<file path="config.mk">
export PLATFORM = sky130hd
export DESIGN_NAME = disk_scan_scheduler_top
export DESIGN_NICKNAME = d
export VERILOG_FILES = /design/src/design/dss_pkg.sv /design/src/design/disk_scan_scheduler_top.sv /design/src/design/dss_req_mem.sv /design/src/design/dss_pick.sv
export VERILOG_INCLUDE_DIRS = /design/src /design/src/design
export SDC_FILE = /design/constraint.sdc
export NUM_CORES = 1
export LEC_CHECK = 0
export BUFFER_PORTS_ARGS = -buffer_cell sky130_fd_sc_hd__buf_2
export CORE_UTILIZATION = 50
export DETAILED_ROUTE_END_ITERATION = 12
export GPL_TIMING_DRIVEN = 1
export MAX_ROUTING_LAYER = met4
export PLACE_DENSITY = 0.63
export SYNTH_ARGS = -nofsm -noshare
export SYNTH_HDL_FRONTEND = slang
export SYNTH_HIERARCHICAL = 1
export SYNTH_SLANG_ARGS = --single-unit
</file>
<file path="constraint.sdc">
create_clock -name clk -period 10.3 [get_ports clk]
set_input_delay 1.03 -clock clk [delete_from_list [all_inputs] [get_ports clk]]
set_output_delay 1.03 -clock clk [all_outputs]
set_load 0.01 [all_outputs]
</file>
<file path="src/design/disk_scan_scheduler_top_defines.svh">
// Assertion macros used by the scheduler top level
`ifndef DISK_SCAN_SCHEDULER_TOP_DEFINES_SVH
`define DISK_SCAN_SCHEDULER_TOP_DEFINES_SVH

// Condition that must hold at every clock edge out of reset
`define DSS_ASSERT_HOLDS(lbl, cond, msg) \
  lbl: assert property (@(posedge clk) disable iff (rst) (cond)) else $error(msg);

// Same-cycle implication, sampled on clk, disabled in reset
`define DSS_ASSERT_IMPL(lbl, ante, cons, msg) \
  lbl: assert property (@(posedge clk) disable iff (rst) (ante) |-> (cons)) else $error(msg);

`endif

</file>
<file path="src/design/dss_pkg.sv">
// Shared constants and types for the SCAN disk scheduler
package dss_pkg;

  localparam int SIZE_W = 16;   // disk_size register width
  localparam int MOV_W  = 17;   // total movement field width

  localparam logic [SIZE_W-1:0] DISK_SIZE_RST = 16'd200;

  localparam logic CMD_LOAD = 1'b0;
  localparam logic CMD_RUN  = 1'b1;

  // control from the sequencer to the candidate picker
  typedef struct packed {
    logic clear;     // forget the current best
    logic cand_vld;  // read data from the store is on cand_key
    logic up;        // 1: ascending sweep, 0: descending sweep
  } pick_ctl_t;

endpackage

</file>
<file path="src/design/disk_scan_scheduler_top.sv">
// SCAN (elevator) disk scheduler: top level and sequencer
//
//  channel  | handshake               | beat contents
//  ---------+-------------------------+------------------------------------------
//  command  | start & !busy           | command, track_value
//  config   | cfg_valid & cfg_ready   | cfg_data (disk_size)
//  result   | result_valid (1 cycle)  | served_track, has_track, total_movement,
//           |                         | last, dropped
//
// Loads may follow back to back.
// A run over n stored requests makes n+2 passes (read each entry, drain, decide);
// an empty run goes from idle straight to decide; busy falls with the last beat.
// Every beat waits on a full pass because the store has a single read port.
// rst is synchronous: count, overflow flag and sequencer clear, disk_size returns to 200.
// The receiver cannot stall result beats; config is refused while busy or start is high.
`include "disk_scan_scheduler_top_defines.svh"

module disk_scan_scheduler_top import dss_pkg::*; #(
  parameter int MAX_REQUESTS = 32,
  parameter int TRACK_BITS   = 16
) (
  input  logic                  clk,
  input  logic                  rst,
  input  logic                  start,
  output logic                  busy,
  input  logic                  command,
  input  logic [TRACK_BITS-1:0] track_value,
  input  logic                  cfg_valid,
  output logic                  cfg_ready,
  input  logic [SIZE_W-1:0]     cfg_data,
  output logic                  result_valid,
  output logic [TRACK_BITS-1:0] served_track,
  output logic                  has_track,
  output logic [MOV_W-1:0]      total_movement,
  output logic                  last,
  output logic                  dropped
);

  localparam int IW = (MAX_REQUESTS > 1) ? $clog2(MAX_REQUESTS) : 1;
  localparam int CW = $clog2(MAX_REQUESTS + 1);
  localparam int KW = TRACK_BITS + IW + 1;
  localparam int VW = (TRACK_BITS > SIZE_W) ? TRACK_BITS : SIZE_W;

  typedef enum logic [1:0] {S_IDLE, S_SCAN, S_DRAIN, S_DECIDE} state_t;

  state_t                state;
  logic [SIZE_W-1:0]     disk_size;
  logic [CW-1:0]         req_count;
  logic                  overflow_seen;
  logic [IW-1:0]         scan_addr;
  logic                  rd_vld;
  logic [IW-1:0]         rd_idx;
  logic [TRACK_BITS-1:0] rd_data;
  logic [TRACK_BITS-1:0] head;
  logic [KW-1:0]         ref_key;
  logic                  up;
  logic                  phase;
  logic                  pend_vld;
  logic [TRACK_BITS-1:0] pend_track;
  logic [VW-1:0]         pos;
  logic [VW:0]           mov;

  logic [SIZE_W-1:0]     size_eff;
  logic [VW-1:0]         size_v;
  logic [VW-1:0]         size_m1;
  logic [VW-1:0]         track_ext;
  logic [VW-1:0]         clamped_v;
  logic [TRACK_BITS-1:0] clamped;
  logic                  accept;
  logic                  run_acc;
  logic                  load_acc;
  logic                  wr_en;
  logic                  scan_last;
  logic                  low_first;
  pick_ctl_t             pick_ctl;
  logic [KW-1:0]         cand_key;
  logic                  found;
  logic [KW-1:0]         best_key;
  logic [TRACK_BITS-1:0] best_val;
  logic [VW-1:0]         best_ext;
  logic [VW-1:0]         step;
  logic [VW-1:0]         turn_step;
  logic [KW-1:0]         head_key;

  // a disk size of zero behaves as one track
  assign size_eff  = (disk_size == '0) ? SIZE_W'(1) : disk_size;
  assign size_v    = VW'(size_eff);
  assign size_m1   = size_v - VW'(1);
  assign track_ext = VW'(track_value);
  assign clamped_v = (track_ext > size_m1) ? size_m1 : track_ext;
  assign clamped   = clamped_v[TRACK_BITS-1:0];
  assign low_first = ({1'b0, clamped_v} << 1) < {1'b0, size_v};

  assign busy      = (state != S_IDLE);
  assign cfg_ready = (state == S_IDLE) && !start;
  assign accept    = start && !busy;
  assign run_acc   = accept && (command == CMD_RUN);
  assign load_acc  = accept && (command == CMD_LOAD);
  assign wr_en     = load_acc && (req_count < CW'(MAX_REQUESTS));
  assign scan_last = ((CW'(scan_addr) + CW'(1)) == req_count);

  // head key with the index field above every real index: start of a sweep
  assign head_key  = {head, 1'b1, {IW{1'b0}}};
  assign cand_key  = {rd_data, 1'b0, rd_idx};

  assign pick_ctl.clear    = (state == S_DECIDE) || run_acc;
  assign pick_ctl.cand_vld = rd_vld;
  assign pick_ctl.up       = up;

  assign best_val  = best_key[KW-1 -: TRACK_BITS];
  assign best_ext  = VW'(best_val);
  assign step      = up ? (best_ext - pos) : (pos - best_ext);
  assign turn_step = up ? (size_v - pos) : pos;

  dss_req_mem #(
    .DEPTH (MAX_REQUESTS),
    .WIDTH (TRACK_BITS),
    .AW    (IW)
  ) u_mem (
    .clk     (clk),
    .wr_en   (wr_en),
    .wr_addr (req_count[IW-1:0]),
    .wr_data (clamped),
    .rd_en   (state == S_SCAN),
    .rd_addr (scan_addr),
    .rd_data (rd_data)
  );

  dss_pick #(
    .KW (KW)
  ) u_pick (
    .clk      (clk),
    .rst      (rst),
    .ctl      (pick_ctl),
    .cand_key (cand_key),
    .ref_key  (ref_key),
    .found    (found),
    .best_key (best_key)
  );

  // read pipeline tag: index of the entry arriving on rd_data
  always_ff @(posedge clk) begin
    if (rst) begin
      rd_vld <= 1'b0;
    end else begin
      rd_vld <= (state == S_SCAN);
    end
    rd_idx <= scan_addr;
  end

  always_ff @(posedge clk) begin
    if (rst) begin
      state         <= S_IDLE;
      disk_size     <= DISK_SIZE_RST;
      req_count     <= '0;
      overflow_seen <= 1'b0;
      result_valid  <= 1'b0;
      scan_addr     <= '0;
      pend_vld      <= 1'b0;
      phase         <= 1'b0;
      up            <= 1'b0;
    end else begin
      result_valid <= 1'b0;
      if (cfg_valid && cfg_ready) begin
        disk_size <= cfg_data;
      end
      case (state)
        S_IDLE: begin
          if (load_acc) begin
            if (wr_en) begin
              req_count <= req_count + CW'(1);
            end else begin
              overflow_seen <= 1'b1;
            end
          end else if (run_acc) begin
            head      <= clamped;
            ref_key   <= {clamped, 1'b1, {IW{1'b0}}};
            pos       <= clamped_v;
            mov       <= '0;
            up        <= !low_first;
            phase     <= 1'b0;
            pend_vld  <= 1'b0;
            scan_addr <= '0;
            state     <= (req_count == '0) ? S_DECIDE : S_SCAN;
          end
        end
        S_SCAN: begin
          if (scan_last) begin
            state <= S_DRAIN;
          end else begin
            scan_addr <= scan_addr + IW'(1);
          end
        end
        S_DRAIN: begin
          state <= S_DECIDE;
        end
        S_DECIDE: begin
          scan_addr <= '0;
          if (found) begin
            mov        <= mov + (VW+1)'(step);
            pos        <= best_ext;
            ref_key    <= best_key;
            pend_vld   <= 1'b1;
            pend_track <= best_val;
            if (pend_vld) begin
              result_valid   <= 1'b1;
              served_track   <= pend_track;
              has_track      <= 1'b1;
              total_movement <= '0;
              last           <= 1'b0;
              dropped        <= overflow_seen;
            end
            state <= S_SCAN;
          end else if (!phase) begin
            // turn at the end of the disk, then sweep the other way
            mov     <= mov + (VW+1)'(turn_step);
            pos     <= up ? size_v : '0;
            up      <= !up;
            phase   <= 1'b1;
            ref_key <= head_key;
            state   <= (req_count == '0) ? S_DECIDE : S_SCAN;
          end else begin
            result_valid   <= 1'b1;
            served_track   <= pend_vld ? pend_track : '0;
            has_track      <= pend_vld;
            total_movement <= mov[MOV_W-1:0];
            last           <= 1'b1;
            dropped        <= overflow_seen;
            req_count      <= '0;
            overflow_seen  <= 1'b0;
            pend_vld       <= 1'b0;
            state          <= S_IDLE;
          end
        end
        default: begin
          state <= S_IDLE;
        end
      endcase
    end
  end

  `DSS_ASSERT_IMPL(a_beat_in_run, result_valid, $past(busy), "result beat outside a run")
  `DSS_ASSERT_IMPL(a_last_clears, result_valid && last, {req_count, overflow_seen} == '0, "store kept")
  `DSS_ASSERT_HOLDS(a_count_bound, req_count <= CW'(MAX_REQUESTS), "request count beyond capacity")
  `DSS_ASSERT_IMPL(a_empty_last, result_valid && !has_track, last && served_track == '0, "bad empty")

endmodule

</file>
<file path="src/design/dss_req_mem.sv">
// Request store: one write port, one registered read port
module dss_req_mem #(
  parameter int DEPTH = 32,
  parameter int WIDTH = 16,
  parameter int AW    = 5
) (
  input  logic             clk,
  input  logic             wr_en,
  input  logic [AW-1:0]    wr_addr,
  input  logic [WIDTH-1:0] wr_data,
  input  logic             rd_en,
  input  logic [AW-1:0]    rd_addr,
  output logic [WIDTH-1:0] rd_data
);

  logic [WIDTH-1:0] mem [DEPTH];

  // loads happen only while no scan runs, so read and write never collide
  always_ff @(posedge clk) begin
    if (wr_en) begin
      mem[wr_addr] <= wr_data;
    end
    if (rd_en) begin
      rd_data <= mem[rd_addr];
    end
  end

endmodule

</file>
<file path="src/design/dss_pick.sv">
// Candidate picker: nearest key beyond the reference in the sweep direction
module dss_pick import dss_pkg::*; #(
  parameter int KW = 22
) (
  input  logic          clk,
  input  logic          rst,
  input  pick_ctl_t     ctl,
  input  logic [KW-1:0] cand_key,
  input  logic [KW-1:0] ref_key,
  output logic          found,
  output logic [KW-1:0] best_key
);

  logic qual;
  logic better;

  // keys are {track, head flag, index}; the index breaks ties between equal tracks
  assign qual   = ctl.up ? (cand_key > ref_key) : (cand_key < ref_key);
  assign better = !found || (ctl.up ? (cand_key < best_key) : (cand_key > best_key));

  always_ff @(posedge clk) begin
    if (rst) begin
      found <= 1'b0;
    end else if (ctl.clear) begin
      found <= 1'b0;
    end else if (ctl.cand_vld && qual && better) begin
      found <= 1'b1;
    end
  end

  always_ff @(posedge clk) begin
    if (!ctl.clear && ctl.cand_vld && qual && better) begin
      best_key <= cand_key;
    end
  end

endmodule
</file>
; Word level (Yosys, flattened, before mapping)
; Memory sizes are Yosys's and may differ from the RTL's. A register that Yosys moved wholly into a read port is not among the register bits.
; Cells that the tools add are included.
[word_totals]
out_inout_bits = 39
memories = 1
word_cells = 175
ramBits = 512
ff_bits = 185
inputBits = 37
[memory_table]
columns = memory, depth, word_bits, read_ports, rd_ports_with_merged_regs, wr, line
row1 = u_mem.mem, 32, 16, 1, 1, 1, dss_req_mem.sv:16  ; logic [WIDTH-1:0] mem [DEPTH];
[op_classes]
eq_ne = 17
n_addsub = 9
order_cmp = 7
n_bitwise = 4
n_reduce_logical = 39
muxes = 75
[op_table]
columns = operator, count
row1 = 16-bit 2-to-1 mux, 13
row2 = 17-bit 2-to-1 mux, 7
row3 = 22-bit 2-to-1 mux, 4
row4 = 16-bit subtractor, 3
row5 = 22-bit > comparator, 2
row6 = 22-bit < comparator, 2
row7 = 22-bit case mux with 2 select lines, 1
row8 = 17-bit by 16-bit adder with 17-bit output, 2
row9 = 17-bit case mux with 2 select lines, 1
row10 = 16-bit case mux with 2 select lines, 1
row11 = 1-bit 2-to-1 mux, 28
row12 = 6-bit 2-to-1 mux, 4
row13 = 2-bit != test (second input constant), 10
row14 = 4-bit AND reduction, 5
row15 = 5-bit AND reduction, 4
row16 = 17-bit by 16-bit < comparator with 1-bit output, 1
row17 = 16-bit > comparator, 1
row18 = 16-bit zero test, 1
row19 = 16-bit by 1-bit subtractor with 16-bit output (second input constant), 1
row20 = 5-bit 2-to-1 mux, 3
row21 = 5-bit case mux with 3 select lines, 1
row22 = 2-bit 2-to-1 mux, 6
row23 = 6-bit case mux with 2 select lines, 1
row24 = 1-bit logical AND, 11
row25 = 20 further kinds, 38

; Logic depth before layout (Yosys ltp)
[logic_depth]
word_depth = 10
ltp_mapped = 29
depth_no_buf = 27

; Cells and area by module
; The synthesis kept the hierarchy.
[by_module_without_submodules]
columns = mod, instances, cells_each, area_each_um2, seq_area_each_um2
row1 = dss_req_mem, 1, 1143, 20694.8, 15855.2
row2 = disk_scan_scheduler_top, 1, 1112, 10802.9, 4494.3
row3 = dss_pick, 1, 189, 1884.3, 680.7

; Worst setup path before layout
; Ideal clock, no wire load.
[synth_path]
kind = reg2reg
startpoint = register disk_size[3]
endpoint = register up
setup_ns = 0.124
period_less_slack_ns = 6.945
n_path_buf = 2
path_slack_ns = 3.355
required_time_ns = 10.176
arrival_ns = 6.821
path_stages_with_launch = 28
path_cell_list = dfxtp_1 buf_6 or4_2 nor3_4 a41oi_1 ha_1 nand2_1 nor4_1 nand3_1 nor3_1 xnor2_1 ha_1 and3_1 a221o_1 a21oi_1 nor2b_1 o21ai_0 a31o_2 clkbuf_1 o21ai_0 ha_1 a21oi_1 nor3_1 a211oi_1 o21ai_0 or4_1 a221oi_1 nor2_1
[synth_between]
elab_chain_len = 10
[synth_lines]
columns = item, line
row1 = start: declaration, disk_scan_scheduler_top.sv:47  ; logic [SIZE_W-1:0] disk_size;
row2 = start signal: assignment, disk_scan_scheduler_top.sv:165  ; disk_size <= cfg_data;
row3 = 16-bit zero test, disk_scan_scheduler_top.sv:86  ; assign size_eff = (disk_size == '0) ? SIZE_W'(1) : disk_size;
row4 = 16-bit 2-to-1 mux *, disk_scan_scheduler_top.sv:86
row5 = 16-bit by 1-bit subtractor with 16-bit output *, disk_scan_scheduler_top.sv:88  ; assign size_m1 = size_v - VW'(1);
row6 = 16-bit > comparator, disk_scan_scheduler_top.sv:90  ; assign clamped_v = (track_ext > size_m1) ? size_m1 : track_ext;
row7 = 16-bit 2-to-1 mux *, disk_scan_scheduler_top.sv:90
row8 = net clamped[7], disk_scan_scheduler_top.sv:68  ; logic [TRACK_BITS-1:0] clamped;
row9 = 17-bit by 16-bit < comparator with 1-bit output *, disk_scan_scheduler_top.sv:92  ; assign low_first = ({1'b0, clamped_v} << 1) < {1'b0, size_v};
row10 = 1-bit zero test *, disk_scan_scheduler_top.sv:180  ; up <= !low_first;
row11 = 1-bit 2-to-1 mux *, disk_scan_scheduler_top.sv:175  ; end else if (run_acc) begin
row12 = 1-bit 2-to-1 mux *, disk_scan_scheduler_top.sv:169  ; if (load_acc) begin
row13 = 1-bit case mux with 2 select lines *, disk_scan_scheduler_top.sv:167  ; case (state)
row14 = end signal: assignment, disk_scan_scheduler_top.sv:180
row15 = end signal: assignment, disk_scan_scheduler_top.sv:218  ; up <= !up;
row16 = end: declaration, disk_scan_scheduler_top.sv:56  ; logic up;
; The timed path passes the listed nets; every way through them passes the cells marked *. The select of a mux whose other input is x is not followed.
; A chain may end at the register's enable or synchronous reset.

; Worst setup path after layout
[layout_path]
startpoint = register disk_size[8]
endpoint = register up
; Same word-level chain as after synthesis.

==> metrics.md <==
| Metric | Value |
|---|---|
| Status | finished, final reports clean |
| # setup viols final | 0 |
| R2R setup slack | 2.42 ns |
| Synth top area share | 60.5% |
| DR DRC count | 0 |
| Vias | 20,421 |
| Met2 global-route usage | 42.6% |
| Area Growth Syn to Fin | 10.9% |
| Pin count of the biggest net entering global routing | 116 |
| Crit path DAT | 8.38 ns |
| Yosys reg bits | 714 |
| Clk sinks | 714 |
| Worst setup EP type | register |
| Power Internal | 6.02 mW |
| GR Overflow Total | 0 |
| DR pass1 iterations | 5 |
| Setup Fix Bufs, Post-CTS | 0 |
| GP Congestion | 0.926 |
| Ys async rst share | 0% |
| Root Driver | clkbuf_16 |
| Drt via density | 5.92 |
| Top Usage Layer GRT | met2 |
| Lkg Pwr | 12.7 nW |
| Initial Util | 50.7% |
| Synth top cells by count | edfxtp_1 (673), mux2i_1 (263), nand2_1 (156) |
| Synth Instances | 2,444 |
| Sum Neg Setup Slack | 0 ns |
| Pwr/cell area | 237 nW/um^2 |
| RSZ-0062 raised after global routing | no |
| Num CTS Buffers | 77 |
| Number of synthesis warnings | 6 |
| Tcrit/Tclk final | 76.5% |
| Hold Path Origin | overflow_seen$_SDFFE_PP0P_ |
| Initial antenna violation count | 1 |
| Slew @ Worst Pin | 1.20 ns |
| Share of layout cells above drive strength 1 | 11.8% |
| CTS tree | done |
| Synth area leaders | edfxtp_1 (61%), mux2i_1 (7.9%), ha_1 (5.3%), dfxtp_1 (2.5%), a21oi_1 (2.0%) |
| Drt total wl | 84,400 microns |
| Sw frac | 31.5% |
| Logic pwr share | 26.5% |
| Vias in the first global route | 20,205 |
| Top_reg_cell synth | edfxtp_1 |
| Die Wd | 260 microns |
| CTS resizes | 0 |
| Most common cell in the synthesized netlist | edfxtp_1 |
| Drt initial violations | 1,678 |
| Worst EP required | 10.80 ns |
| Register area share after synthesis | 63.0% |
| Synth cell types | 87 |
| Ant diodes | 0 |
| Htree depth | 3 |
| EDFF count, synth | 673 |
| Detail Route Antenna Nets | 0 |
| Placed Cells | 3,310 |
| # port buffers | 75 |
| Post-DP HPWL | 53,300 microns |
| Post-Synthesis Cell Area | 33,400 sq um |
| Clk slew on worst S/H paths | 0.06 ns |
| Slew HR | 19.6% |
| Area of the core | 65,900 sq um |
| Clock latency reported for the late side of the worst-skew pair | 0.64 ns |
| CP Max Fanout | 35 |
| Clock power frac | 30.8% |
| Wire per inst | 24.5 microns |
| Element type at the critical path start | register |
| Die Ht | 260 microns |
| Final std cells w/o fill | 3,447 |
| Minimum clock period | 7.88 ns |
| Synth area leader | edfxtp_1 |
| Cts hold-fix bufs | 0 |
| Worst Clk Skew | 0.0243 ns |
| M3 GR Usage | 3.35% |
| Maxcap violations | 0 |
| Worst ir drop on vdd | 0.163 mV |
| Fmax | 127 MHz |
| CP Class | reg2reg |
| Row count | 94 |
| Deepest clock path buffer count | 3 |
| Max Slew Vio Count | 0 |
| Final hold violations | 0 |
| IO Pins | 76 |
| Syn avg cell area | 13.7 sq um |
| Crit path from | disk_size[8]$_SDFFE_PP0P_ |
| Fin nets | 2,707 |
| Seq pwr share | 42.7% |
| Hold Path Class | reg2reg |
| First-pass GRT wire length | 126,000 microns |
| Met1 usage | 32.6% |
| Gr usage total | 25.9% |
| Psw | 2.77 mW |
| RR Startpoint | disk_size[8]$_SDFFE_PP0P_ |
| Die area | 67,800 sq um |
state kept, by name (all words and copies together), names as in the netlist, 16 cells and up:
signal	flops
total_movement	17
mov	17
served_track	16
ref_key	22
u_pick/best_key	22
pos	16
u_mem/mem	512
head	16
pend_track	16
disk_size	16
u_mem/rd_data	16
cells by family (layout without fill, tap and decap cells):
group	Yosys count	after routing	synth area share, %
flip-flops	714	714	63.0
AND/OR/NAND/NOR	523	523	7.87
AO/OA/AOI/OAI	480	480	9.77
multiplexers	269	269	8.12
buffers and inverters	250	387	4.07
adder cells (fa/ha/maj)	146	146	5.55
XOR/XNOR	61	61	1.60
other	1	3	0.0112
worst max-delay path, stage by stage, from the launching register on:
cell	delay, ns
dfxtp_1	0.37
or3_2	0.57
nor4_1	0.49
a41oi_1	0.47
ha_1	0.36
nand2_1	0.11
nor4_1	0.08
nand3_1	0.22
nor3_1	0.09
xnor2_1	0.30
ha_1	0.30
and3_1	0.18
a221o_1	0.32
a21oi_1	0.14
nor2b_1	0.06
o21ai_0	0.29
a31o_2	0.80
mux2i_4	0.95
ha_1	0.39
a2111oi_0	0.40
o21ai_0	0.22
a221o_1	0.33
a221oi_1	0.24
nor2_1	0.07
metrics by stage:
stage	area [sq um]	power (mW)	utilization (%)	hold WS, ns	setup slack, ns
floorplan	33400	5.48	-	0.398	3.36
finish	37000	8.79	56.2	0.461	2.42
global placement	34500	6.06	52.4	0.436	2.63
detailed placement	34500	6.13	52.4	0.454	2.49
global route	37000	9.24	56.2	0.496	1.57
CTS	37000	8.84	56.2	0.464	2.43
metal layers:
| metal | up-vias | wire length [microns] |
|---|---|---|
| met2 | 657 | 41500 |
| met5 | - | 0 |
| met4 | 0 | 3440 |
| met1 | 10198 | 35000 |
| met3 | 153 | 4380 |
| li1 | 9413 | - |
cell usage in the layout, fill, tap and decap left out, types with 40 or more instances in the layout:
cell and instances:
mux2i_1 262, a22oi_1 66, buf_4 55, nor2b_1 45, a21oi_1 132, xnor2_1 40, buf_2 75, clkbuf_16 78
ha_1 140, nand2_1 156, nand3_1 55, edfxtp_1 673, inv_1 118, nor2_1 84
power groups by stage:
stage / sequential [mW] / clock [mW] / combinational (mW)
3_3_place_gp: 3.80 / 0 / 2.25
3_5_place_dp: 3.81 / 0 / 2.32
4_1_cts: 3.75 / 2.76 / 2.33
6_report: 3.75 / 2.70 / 2.33
2_1_floorplan: 3.71 / 0 / 1.77
5_1_grt: 3.77 / 2.87 / 2.60
worst paths after layout:
check | depth (start not counted) | end
worst max-delay path | 23 | up$_SDFFE_PP0P_
worst min-delay path | 0 | dropped$_DFFE_PP_
worst max register to register | 23 | up$_SDFFE_PP0P_
worst min register to register | 0 | dropped$_DFFE_PP_
final cells by class:
type | count | area [sq um]
multi-input combinational | 1482 | 11200
tap | 864 | 1080
clock buffer | 107 | 2100
clock inverter | 30 | 379
sequential | 714 | 21000
timing repair buffer | 131 | 808
inverter | 119 | 447
fill | 5329 | 28800
No activity file was read; power rests on OpenSTA's default activity.
